$ cat config.mk
export PLATFORM = sky130hd
export DESIGN_NAME = cpes_div
export DESIGN_NICKNAME = d
export VERILOG_FILES = /design/src/hdl/cpes_pkg.sv /design/src/hdl/cpes_div.sv
export SDC_FILE = /design/constraint.sdc
export NUM_CORES = 1
export LEC_CHECK = 0
export ABC_AREA = 1
export BUFFER_PORTS_ARGS = -buffer_cell sky130_fd_sc_hd__buf_2
export CORE_UTILIZATION = 47
export CTS_BUF_LIST = sky130_fd_sc_hd__clkbuf_8 sky130_fd_sc_hd__clkbuf_16
export DETAILED_ROUTE_END_ITERATION = 7
export PLACE_DENSITY = 0.65
export SLEW_MARGIN = 5
export SYNTH_ARGS = -nofsm -noshare
export SYNTH_HDL_FRONTEND = slang
export SYNTH_SLANG_ARGS = --single-unit
$ cat constraint.sdc
create_clock -name i_clk -period 5.5 [get_ports i_clk]
set_clock_uncertainty 0.1 [all_clocks]
set_input_delay 1.375 -clock i_clk [delete_from_list [all_inputs] [get_ports i_clk]]
set_output_delay 1.375 -clock i_clk [all_outputs]
set_load 0.02 [all_outputs]
$ cat src/hdl/cpes_pkg.sv
// ----------------------------------------------------------------------------
// cpes_pkg
// Shared types and constants for the five-population Euler step block.
// ----------------------------------------------------------------------------
package cpes_pkg;

    localparam int CntW = 48;
    localparam int WideW = 64;
    localparam logic signed [WideW-1:0] Lim = 64'sh3FFF_FFFF_FFFF_FFFF;
    localparam logic signed [WideW-1:0] C48Max = 64'sh0000_7FFF_FFFF_FFFF;
    localparam logic signed [WideW-1:0] C48Min = -64'sh0000_7FFF_FFFF_FFFF - 64'sd1;

    localparam logic [2:0] RegMaxGrowth = 3'd0;
    localparam logic [2:0] RegUptake = 3'd1;
    localparam logic [2:0] RegBind = 3'd2;
    localparam logic [2:0] RegAntibody = 3'd3;
    localparam logic [2:0] RegExhaust = 3'd4;
    localparam logic [2:0] RegInitFree = 3'd5;

    typedef struct packed {
        logic        command;
        logic [31:0] step_size;
        logic [46:0] max_cells;
        logic [46:0] total_cells;
        logic [31:0] antigen_level;
        logic [31:0] antibody_level;
        logic [46:0] partner_free;
        logic [46:0] presenter_loaded;
    } t_in_item;

    typedef struct packed {
        logic signed [47:0] free_out;
        logic signed [47:0] loaded_out;
        logic signed [47:0] bound_out;
        logic signed [47:0] blocked_out;
        logic signed [47:0] exhausted_out;
        logic signed [47:0] total_out;
    } t_out_item;

    // shared multiplier request / response
    typedef struct packed {
        logic                    start;
        logic signed [WideW-1:0] a;
        logic signed [WideW-1:0] b;
        logic                    sh24;
    } t_mul_req;

    typedef struct packed {
        logic                    done;
        logic signed [WideW-1:0] p;
    } t_mul_rsp;

    typedef enum logic [2:0] {
        ST_IDLE,
        ST_DIV,
        ST_RUN,
        ST_WAIT,
        ST_OUT
    } t_state;

    typedef enum logic [1:0] {
        MS_IDLE,
        MS_MUL,
        MS_ACC
    } t_mstate;

    function automatic logic signed [WideW-1:0] clampw(input logic signed [WideW:0] v);
        logic signed [WideW:0] lp;
        lp = {Lim[WideW-1], Lim};
        if (v > lp) return Lim;
        if (v < -lp) return -Lim;
        return v[WideW-1:0];
    endfunction

    function automatic logic signed [WideW-1:0] clamp48(input logic signed [WideW-1:0] v);
        if (v > C48Max) return C48Max;
        if (v < C48Min) return C48Min;
        return v;
    endfunction

endpackage

$ cat src/hdl/cpes_div.sv
// ----------------------------------------------------------------------------
// cpes_div
// Restoring divider for the growth ratio, one quotient bit per cycle.
// ----------------------------------------------------------------------------
module cpes_div (
    input  logic               i_clk,
    input  logic               i_rst_n,
    input  logic               i_start,
    input  logic [46:0]        i_maxc,
    input  logic [46:0]        i_tot,
    output logic               o_done,
    output logic signed [63:0] o_ratio
);

    // quotient has up to 47 integer and 24 fraction bits
    localparam int QW = 71;

    logic              r_busy, r_done, r_neg, r_zero;
    logic [6:0]        r_cnt;
    logic [QW-1:0]     r_num;
    logic [47:0]       r_rem;
    logic [46:0]       r_m;
    logic [QW-1:0]     r_q;

    logic [47:0]       w_trial;
    logic [47:0]       w_diff;
    logic              w_ge;
    logic signed [47:0] w_d;
    logic [46:0]       w_mag;
    logic [63:0]       w_r;

    assign w_d = $signed({1'b0, i_maxc}) - $signed({1'b0, i_tot});
    assign w_mag = w_d[47] ? 47'(-w_d) : w_d[46:0];
    assign w_trial = {r_rem[46:0], r_num[QW-1]};
    assign w_ge = w_trial >= {1'b0, r_m};
    assign w_diff = w_trial - {1'b0, r_m};
    assign w_r = (r_zero) ? 64'd0 :
                 (r_q[QW-1:24] >= 47'(64'd1 << 38)) ? 64'(cpes_pkg::Lim) :
                 64'(r_q);

    always_ff @(posedge i_clk) begin
        if (!i_rst_n) begin
            r_busy <= 1'b0;
            r_done <= 1'b0;
            r_cnt  <= '0;
        end else begin
            r_done <= 1'b0;
            if (i_start && !r_busy) begin
                r_busy <= 1'b1;
                r_cnt  <= 7'(QW);
            end else if (r_busy) begin
                r_cnt <= r_cnt - 7'd1;
                if (r_cnt == 7'd1) begin
                    r_busy <= 1'b0;
                    r_done <= 1'b1;
                end
            end
        end
    end

    always_ff @(posedge i_clk) begin
        if (i_start && !r_busy) begin
            r_num  <= {w_mag, 24'd0};
            r_rem  <= '0;
            r_m    <= i_maxc;
            r_q    <= '0;
            r_neg  <= w_d[47];
            r_zero <= (i_maxc == 47'd0);
        end else if (r_busy) begin
            r_num <= {r_num[QW-2:0], 1'b0};
            r_rem <= w_ge ? w_diff : w_trial;
            r_q   <= {r_q[QW-2:0], w_ge};
        end
    end

    assign o_done = r_done;
    assign o_ratio = r_neg ? -$signed(w_r) : $signed(w_r);

    property p_done_after_busy;
        @(posedge i_clk) disable iff (!i_rst_n) r_done |-> $past(r_busy);
    endproperty
    a_done_after_busy: assert property (p_done_after_busy) else $error("div done");

    property p_rem_below;
        @(posedge i_clk) disable iff (!i_rst_n)
            (r_busy && r_m != 47'd0) |-> r_rem < {1'b0, r_m};
    endproperty
    a_rem_below: assert property (p_rem_below) else $error("div remainder");

    property p_busy_count;
        @(posedge i_clk) disable iff (!i_rst_n) r_busy |-> r_cnt != 7'd0;
    endproperty
    a_busy_count: assert property (p_busy_count) else $error("div count");

endmodule

==> run metrics <==
TritonCTS clock tree=yes; hold_buf cts=0; post-synthesis instance total=between 3000 and 4000; largest net degree at the start of global routing=approximately 110; layout cells sized above 1=a little under a tenth; worst-skew pair later-pin latency=0.56 ns; GR Overflow Total=0; Clock Power Share=between 20% and 30%; number of port buffers=between 150 and 200; Top Ports=~160; Detailed Route Iter0 Violations=1747; Slew headroom=approximately 24%; Worst Hold Path Cells=2; Unique masters post-synth=52; vias in the first global route=19100; DRC viols=0; die height=205 µm; R2R Path Start=r_num[70]; crit path cell chain=nor3_2, nand3_2, buf_4, buf_4, o21ai_2, inv_2, nor2_1, nand3_1, nor4_1, nand3_1, nand2_1, nand2_1, xor2_1, buf_2; sw power=3190 µW; Vias/cell=around 5.4; ant diodes=0; Crit. End Element=output pin; status=completed; post-layout minimum cycle time=slightly above 5 ns; fmax=a little under 200 MHz; Net Count, Synth=around 3300; die span in x=about 200 µm; Combinational Power Share=45.1%; switching share of power=a little over two fifths; Seq pwr share=between 20% and 30%; Worst Hold End=r_rem[28]; leakage=approximately 0.011 µW; register bit total from synthesis=roughly 220; final count of hold timing violations=0; Final nets=roughly 3400; Post-Layout Cell Count=about 3800; final slew viol count=0; Tot Pwr=~7400 µW; Async S/R FF share, synth=0%; TritonCTS Buffers=28; Post-Synth XOR/XNOR Area=under 10%; Final period util=between 90% and 100%; largest family of logic cells by synthesized area=simple AND/OR/NAND/NOR gates; filler instances=between 4000 and 5000; peak supply drop=roughly 270 µV; R2R depth=13; Worst Path Arrival=around 3.7 ns; via count=roughly 20000; Power Dens Cells=344 nW/µm²; Critical R2R Capture=r_rem[42]; Worst Min Path Start=r_rem[28]; most common library cell in the layout ignoring fill and taps=nand2_1; crit start category=flip-flop; YS warnings=0; setup repair after global routing missed its margin=false; initial antenna violation count=1; Avg Cell Area, Syn=~6.3 µm²; WHS=roughly 0.37 ns; Internal=4230 µW; final setup vio count=0; simple-gate share of the synthesized area=roughly a third; clock sinks=about 220; setup TNS=0 ns; FF/Latch Area=5430 µm²; FP Rows=73; Worst-Margin Slew=around 1.1 ns; WL final=around 64000 µm; Worst-path clk slew=roughly 0.06 ns; wire length of the first global-routing pass=roughly 100000 µm; fin util=53.8%; synthesized area=slightly below 20000 µm²; Final HPWL DP=roughly 52000 µm; Die ar.=around 42000 µm²; Longest Clk Path Bufs=3; gpl congestion=0.964; slowest stage cell, crit path=buf_4; dominant synthesized flop cell=dfxtp_1; H-tree lvl count=1; Setup CP Type=reg -> out; type of the worst min-delay path=reg -> reg; adder-cell share of the synthesized area=approximately 6.6%; Root Driver=clkbuf_16; multi-input logic area=~11000 µm²; core area=about 40000 µm²; postcts setup bufs=0; reg-to-reg setup timing slack=~1.9 ns; placed insts=between 3000 and 4000; drt wl/cell=between 15 and 20 µm; area growth from synthesis to layout=11.6%; register area share after synthesis=around 28%; post-synthesis compound-gate area fraction=approximately 15%; number of enable flip-flop cells after synthesis=96; drt pass-1 iters=6; initial core utilization=48.2%; CP peak stage delay=around 0.36 ns; Global Route Usage Sum=just over 30%; most frequent cells in the layout=nand2_1 (880), inv_1 (550), nor2_1 (292), buf_2 (161), nand3_1 (151); critical path required time=4.03 ns; critical path peak fanout=32; cts repair resizes=0; post-synthesis mux area share=0%; max_cap viols=0; DRT antenna net count=0
[sequential cells by signal, indices dropped and copies added, names as in the netlist, 7 cells and up]
name	count
r_cnt	7
r_rem	47
r_q	71
r_num	47
r_m	47
[stage by stage]
step	setup WS [ns]	cell area, µm²
2_1_floorplan	1.53	19300
6_report	0.368	21600
3_3_place_gp	0.622	20600
3_5_place_dp	0.589	20600
4_1_cts	0.387	21600
5_1_grt	0.0167	21600
[cell usage after synthesis (10+ instances only)]
master | instances | area share (%)
xnor2_1 | 38 | 1.7
o21bai_1 | 18 | 0.70
o21ai_0 | 147 | 3.8
o22ai_1 | 71 | 2.3
xor2_1 | 83 | 3.8
dfxtp_1 | 127 | 13
nand4_1 | 49 | 1.6
nand2_1 | 881 | 17
nor2_1 | 293 | 5.7
nand3b_1 | 13 | 0.51
ha_1 | 98 | 6.3
o21ai_1 | 54 | 1.4
a21oi_1 | 138 | 3.6
edfxtp_1 | 96 | 15
clkbuf_1 | 48 | 0.93
a31oi_1 | 26 | 0.84
o21ai_2 | 20 | 0.91
inv_1 | 546 | 11
nor3_1 | 34 | 0.88
nand2_2 | 10 | 0.32
nor4_1 | 18 | 0.58
nand3_1 | 151 | 3.9
buf_2 | 12 | 0.31
[power by group through the flow]
stage | combinational, µW | sequential, µW | clock (µW)
after floorplan | 2430 | 2130 | 0
after global placement | 3270 | 2180 | 0
after detailed placement | 3300 | 2180 | 0
after CTS | 3310 | 2150 | 1960
after global routing | 3730 | 2180 | 2030
final | 3350 | 2160 | 1920
[worst max-delay path by stage]
stage	start	to	slack, ns	cells after the start
after floorplan	i_maxc[0]	r_num[61]	1.53	21
after CTS	r_q[70]	o_ratio[55]	0.39	15
after global placement	i_maxc[18]	r_num[52]	0.62	18
final	r_q[62]	o_ratio[52]	0.37	14
after global routing	r_q[62]	o_ratio[54]	0.02	15
after detailed placement	i_maxc[22]	r_num[52]	0.59	18
[layout make-up]
type | count | area share (%)
Clock buffer | 33 | 3.78
Clock inverter | 19 | 0.737
Inverter | 560 | 9.77
Multi-Input combinational cell | 2218 | 53.2
Sequential cell | 223 | 25.2
Tap cell | 525 | 3.05
Timing Repair Buffer | 178 | 4.33
[cell families (layout without fill, tap and decap cells)]
kind of cell	Yosys count	count (layout)
buffers and inverters	629	790
DFF	223	223
and+or+nand+nor	1485	1485
xor gates and xnor gates	121	121
AOI/OAI and AO/OA	512	512
adders and majority gates	100	100
[layer usage]
layer / routed length (µm) / part of all wire, % / vias to the layer above / track usage [%]
li1: - / - / 10200 / -
met2: 28600 / 45 / 573 / 50.3
met5: 13 / 0.020 / - / 0
met1: 29500 / 46 / 9316 / 41.7
met4: 2010 / 3.1 / 2 / 9.49
met3: 3740 / 5.9 / 111 / 3.26
[critical path: cells and delay by family (launching register included)]
family	cells	cell delay, ns
simple gates	8	1.48
compound gates	1	0.21
xor+xnor	1	0.19
flops	1	0.32
buf+inv	4	0.88
No activity file was read; power rests on OpenSTA's default activity.
