File: config.mk
export PLATFORM = sky130hd
export DESIGN_NAME = cpes_mul
export DESIGN_NICKNAME = d
export VERILOG_FILES = /design/src/hdl/cpes_pkg.sv /design/src/hdl/cpes_mul.sv
export SDC_FILE = /design/constraint.sdc
export NUM_CORES = 2
export LEC_CHECK = 0
export BUFFER_PORTS_ARGS = -buffer_cell sky130_fd_sc_hd__buf_4
export CAP_MARGIN = 15
export CORE_ASPECT_RATIO = 1.5
export CORE_MARGIN = 2
export CORE_UTILIZATION = 25
export CTS_BUF_LIST = sky130_fd_sc_hd__clkbuf_8
export CTS_CLUSTER_SIZE = 12
export DETAILED_ROUTE_END_ITERATION = 8
export SKIP_LAST_GASP = 1
export SLEW_MARGIN = 20
export SYNTH_ARGS = -nofsm -noshare
export SYNTH_HDL_FRONTEND = slang
export SYNTH_SLANG_ARGS = --single-unit
export TNS_END_PERCENT = 50
File: constraint.sdc
create_clock -name i_clk -period 11.5 [get_ports i_clk]
set_input_delay 0 -clock i_clk [delete_from_list [all_inputs] [get_ports i_clk]]
set_output_delay 0 -clock i_clk [all_outputs]
set_load 0.01 [all_outputs]
File: src/hdl/cpes_pkg.sv
// ----------------------------------------------------------------------------
// cpes_pkg
// Shared types and constants for the five-population Euler step block.
// ----------------------------------------------------------------------------
package cpes_pkg;

    localparam int CntW = 48;
    localparam int WideW = 64;
    localparam logic signed [WideW-1:0] Lim = 64'sh3FFF_FFFF_FFFF_FFFF;
    localparam logic signed [WideW-1:0] C48Max = 64'sh0000_7FFF_FFFF_FFFF;
    localparam logic signed [WideW-1:0] C48Min = -64'sh0000_7FFF_FFFF_FFFF - 64'sd1;

    localparam logic [2:0] RegMaxGrowth = 3'd0;
    localparam logic [2:0] RegUptake = 3'd1;
    localparam logic [2:0] RegBind = 3'd2;
    localparam logic [2:0] RegAntibody = 3'd3;
    localparam logic [2:0] RegExhaust = 3'd4;
    localparam logic [2:0] RegInitFree = 3'd5;

    typedef struct packed {
        logic        command;
        logic [31:0] step_size;
        logic [46:0] max_cells;
        logic [46:0] total_cells;
        logic [31:0] antigen_level;
        logic [31:0] antibody_level;
        logic [46:0] partner_free;
        logic [46:0] presenter_loaded;
    } t_in_item;

    typedef struct packed {
        logic signed [47:0] free_out;
        logic signed [47:0] loaded_out;
        logic signed [47:0] bound_out;
        logic signed [47:0] blocked_out;
        logic signed [47:0] exhausted_out;
        logic signed [47:0] total_out;
    } t_out_item;

    // shared multiplier request / response
    typedef struct packed {
        logic                    start;
        logic signed [WideW-1:0] a;
        logic signed [WideW-1:0] b;
        logic                    sh24;
    } t_mul_req;

    typedef struct packed {
        logic                    done;
        logic signed [WideW-1:0] p;
    } t_mul_rsp;

    typedef enum logic [2:0] {
        ST_IDLE,
        ST_DIV,
        ST_RUN,
        ST_WAIT,
        ST_OUT
    } t_state;

    typedef enum logic [1:0] {
        MS_IDLE,
        MS_MUL,
        MS_ACC
    } t_mstate;

    function automatic logic signed [WideW-1:0] clampw(input logic signed [WideW:0] v);
        logic signed [WideW:0] lp;
        lp = {Lim[WideW-1], Lim};
        if (v > lp) return Lim;
        if (v < -lp) return -Lim;
        return v[WideW-1:0];
    endfunction

    function automatic logic signed [WideW-1:0] clamp48(input logic signed [WideW-1:0] v);
        if (v > C48Max) return C48Max;
        if (v < C48Min) return C48Min;
        return v;
    endfunction

endpackage

File: src/hdl/cpes_mul.sv
// ----------------------------------------------------------------------------
// cpes_mul
// Shared signed multiplier: 64x64 magnitude product from four 32x32 partial
// products, each taken through a multiply and an accumulate step after a load
// step, shifted by 16 or 24, truncated and clamped.
// ----------------------------------------------------------------------------
module cpes_mul (
    input  logic               i_clk,
    input  logic               i_rst_n,
    input  cpes_pkg::t_mul_req i_req,
    output cpes_pkg::t_mul_rsp o_rsp
);

    logic [63:0]  r_ma, r_mb;
    logic         r_neg, r_sh24;
    logic [127:0] r_acc;
    logic [1:0]   r_k;
    logic [63:0]  r_pp;
    cpes_pkg::t_mstate r_st, n_st;
    logic         r_done;

    logic [31:0]  w_ao, w_bo;
    logic [63:0]  w_pp;
    logic [127:0] w_sh;
    logic [63:0]  w_mag;
    logic [63:0]  w_abs_a, w_abs_b;
    logic [6:0]   w_pos;

    assign w_abs_a = i_req.a[63] ? 64'(-i_req.a) : i_req.a;
    assign w_abs_b = i_req.b[63] ? 64'(-i_req.b) : i_req.b;
    assign w_ao = r_k[0] ? r_ma[63:32] : r_ma[31:0];
    assign w_bo = r_k[1] ? r_mb[63:32] : r_mb[31:0];
    assign w_pp = w_ao * w_bo;
    assign w_pos = ({6'd0, r_k[0]} + {6'd0, r_k[1]}) * 7'd32;
    assign w_sh = r_sh24 ? (r_acc >> 24) : (r_acc >> 16);
    assign w_mag = (w_sh[127:64] != 64'd0 || w_sh[63:0] > 64'(cpes_pkg::Lim))
                   ? 64'(cpes_pkg::Lim) : w_sh[63:0];

    always_comb begin
        n_st = r_st;
        case (r_st)
            cpes_pkg::MS_IDLE: if (i_req.start) n_st = cpes_pkg::MS_MUL;
            cpes_pkg::MS_MUL:  n_st = cpes_pkg::MS_ACC;
            cpes_pkg::MS_ACC:  n_st = (r_k == 2'd3) ? cpes_pkg::MS_IDLE : cpes_pkg::MS_MUL;
            default:           n_st = cpes_pkg::MS_IDLE;
        endcase
    end

    always_ff @(posedge i_clk) begin
        if (!i_rst_n) begin
            r_st   <= cpes_pkg::MS_IDLE;
            r_done <= 1'b0;
            r_k    <= 2'd0;
        end else begin
            r_st   <= n_st;
            r_done <= 1'b0;
            case (r_st)
                cpes_pkg::MS_IDLE: begin
                    r_k <= 2'd0;
                end
                cpes_pkg::MS_ACC: begin
                    r_k <= r_k + 2'd1;
                    if (r_k == 2'd3) r_done <= 1'b1;
                end
                default: ;
            endcase
        end
    end

    always_ff @(posedge i_clk) begin
        case (r_st)
            cpes_pkg::MS_IDLE: begin
                r_ma   <= w_abs_a;
                r_mb   <= w_abs_b;
                r_neg  <= i_req.a[63] ^ i_req.b[63];
                r_sh24 <= i_req.sh24;
                r_acc  <= '0;
            end
            cpes_pkg::MS_MUL: r_pp <= w_pp;
            cpes_pkg::MS_ACC: begin
                r_acc <= r_acc + ({64'd0, r_pp} << w_pos);
            end
            default: ;
        endcase
    end

    assign o_rsp.done = r_done;
    assign o_rsp.p = r_neg ? -$signed(w_mag) : $signed(w_mag);

    property p_done_pulse;
        @(posedge i_clk) disable iff (!i_rst_n) r_done |=> !r_done;
    endproperty
    a_done_pulse: assert property (p_done_pulse) else $error("done held");

    property p_done_from_acc;
        @(posedge i_clk) disable iff (!i_rst_n)
            r_done |-> $past(r_st) == cpes_pkg::MS_ACC;
    endproperty
    a_done_from_acc: assert property (p_done_from_acc) else $error("stray done");

    property p_done_after_last;
        @(posedge i_clk) disable iff (!i_rst_n)
            (r_st == cpes_pkg::MS_ACC && r_k == 2'd3) |=> r_done;
    endproperty
    a_done_after_last: assert property (p_done_after_last) else $error("missing done");

endmodule

==> flow_metrics.tcl <==
set metrics [dict create \
    grt_pass1_wl_mm 329 \
    cap_violations 0 \
    setup_viol 0 \
    dieWidth_um 398 \
    cp.required_ns 12.04 \
    worstSkewPairLatency_ns 0.81 \
    cts_hold_buf 246 \
    min_from "i_req[127]" \
    grt_antenna_before_repair 9 \
    hold_viol 0 \
    overflow 0 \
    status "finished clean" \
    postCtsSetupRepairBufs 0 \
    cts.sinks 327 \
    cts_resized 0 \
    wirelength_mm 223 \
    rsz0062_at_grt "false" \
    period_needed_ns 9.94 \
    critPathMaxStageDelay_ns 0.95 \
    ys_warn_count 0 \
    yosys_register_bits 327 \
    relSlewSlack_pct 12.9 \
    syn_avg_cell_area_um2 8.79 \
    drive_gt1_share_pct 7.95 \
    fillers 24600 \
    dp_cells 9666 \
    clockBufferDepth 3 \
    synth-main-ff-cell "edfxtp_1" \
    slowest_stage "mux2_2" \
    r2r-start "r_k[1]" \
    start_util_pct 25.1 \
    seqCellArea_um2 9780 \
    path_buf_inv 5 \
    synth-edff-count 322 \
    synth_nets 8049 \
    drc 0 \
    path_common_cell "fa_1" \
    yosysTopAreaCellShare_pct 30.8 \
    core_um2 232000 \
    drv_slew 0 \
    skew_ns 0.0642 \
    gp_congestion 1.01 \
    groute.usage.overall_pct 18.5 \
    final_antenna_net_count 0 \
    setup_tns_ns 0 \
    die_area_um2 237000 \
    syn_to_final_growth_pct 15.4 \
    synthTopCellsByArea "fa_1 (31%), edfxtp_1 (17%), ha_1 (8.5%), nor2_1 (6.2%), inv_1 (6.1%)" \
    portBuffers 196 \
    cts.reportedPaths.clkPinSlew_ns 0.06 \
    critPathLaunch "r_k[1]" \
    dp_hpwl_mm 179 \
    drt_pre_antenna_iters 8 \
    crit_path_end_kind "flop" \
    wl_per_cell_um 22.3 \
    cts-buffers-inserted 60 \
    path_class "reg2reg" \
    synthCells 6626 \
    crit_path_start_kind "flop" \
    grt_pass1_vias 52600 \
    cts_htree_levels 2 \
    rows 217 \
    nNetsFinal 8331 \
    num_vias 50200 \
    worstMarginPinSlew_ns 1.30 \
    yosys.cell_types.count 77 \
    fmax_mhz 101 \
    yosysTopAreaCell "fa_1" \
    cts_tree "built" \
    fin_crit_sh_pct 86.5 \
    die_h_um 595 \
    worstPathArrival_ns 10.48 \
    syn_area_um2 58200 \
    ioPinCount 197 \
    critical-path-top-delay-family "adder cells" \
    yosysSeqAreaShare_pct 16.8 \
    cts_root_buf "clkbuf_8" \
    fin_cells 10000 \
    hold_ws_ns 0.0604 \
    drt_iter0_drc 3809 \
    layout_commonest_cell "nor2_1" \
    hp-class "in2reg" \
    ys_async_sr_fraction_pct 0 \
    routed_via_density 5.00 \
    multi_input_area_um2 43900 \
    crit_path_max_fanout 38 \
    mostFrequentLayoutCells "nor2_1 (966), inv_1 (952), fa_1 (897)" \
    grt_max_degree 84 \
]
cells in the mapped netlist, types with 20 or more instances:
cell      count
fa_1        897
inv_1       947
a31oi_1      25
nor4_1       37
a22o_1       33
nand3_1      60
nor2_1      969
nand2_1     748
clkbuf_1    317
a21o_1       88
nand4_1      93
xnor2_1     244
a211oi_1     20
nor2b_1      24
and2_1       52
o21bai_1     47
a21oi_1     295
or4_1        30
xor2_1       74
mux2_2       65
ha_1        394
edfxtp_1    322
o31ai_1      44
o21a_1       31
o21ai_0     228
nand2b_1     38
mux2i_1     150
nor3_1       87
or3_1        31
registers in the layout (all words and copies together) (netlist names):
name	cells
r_neg	1
r_done	1
r_st	2
r_sh24	1
r_mb	64
r_k	2
r_ma	64
r_acc	128
r_pp	64
per-stage QoR:
step | util, % | area (um^2) | worst slack [ns]
2_1_floorplan | - | 58200 | 2.67
3_3_place_gp | 27.3 | 63400 | 1.72
3_5_place_dp | 27.3 | 63400 | 1.70
4_1_cts | 28.9 | 67200 | 1.72
5_1_grt | 28.9 | 67200 | 1.29
6_report | 28.9 | 67200 | 1.56
final cells by class:
type,count,area share (%)
antenna,2,0.00745
clock buffer,60,1.23
clock inverter,51,0.780
inverter,948,5.30
multi-input combinational,5019,65.4
sequential,327,14.5
tap,3066,5.71
timing repair buffer,552,7.08
path summary, 6_finish.rpt:
path / depth (start not counted) / slack (ns) / endpoint
worst max-delay path: 25 / 1.56 / r_pp[56]
worst min-delay path: 3 / 0.06 / r_ma[62]
worst max register to register: 25 / 1.56 / r_pp[56]
worst min register to register: 2 / 0.67 / r_acc[0]
kinds of logic after synthesis:
kind of cell,after synthesis,share of synthesized area [%]
buffers and inverters,1280,8.27
and+or+nand+nor,2226,16.4
DFF,327,16.8
AOI/OAI and AO/OA,959,10.4
xor gates and xnor gates,318,4.78
muxes,225,4.03
adders and majority gates,1291,39.3
worst register-to-register path, stage by stage (launching register included):
cell and delay, ns:
dfxtp_4 0.81, buf_4 0.58, mux2_2 0.96, nand2_1 0.23
fa_1 0.59, inv_1 0.05, fa_1 0.49, inv_1 0.05
fa_1 0.58, inv_1 0.08, fa_1 0.47, fa_1 0.55
fa_1 0.45, fa_1 0.56, fa_1 0.43, ha_1 0.43
nand4_1 0.22, nor2_1 0.23, o311ai_0 0.16, buf_4 0.18
a31oi_1 0.41, a31oi_1 0.26, o31a_1 0.40, nor2b_1 0.20
a41oi_1 0.16, xnor2_1 0.16
per-layer routing:
layer / GRT usage [%] / wire length (um)
met1: 20.6 / 81100
met2: 31.1 / 105000
met3: 3.56 / 17000
met4: 14.0 / 20100
met5: 0 / 49
Power is left out: the tool's default activity adds up to more than one toggle a clock period on the data nets, which glitch-free logic cannot reach.
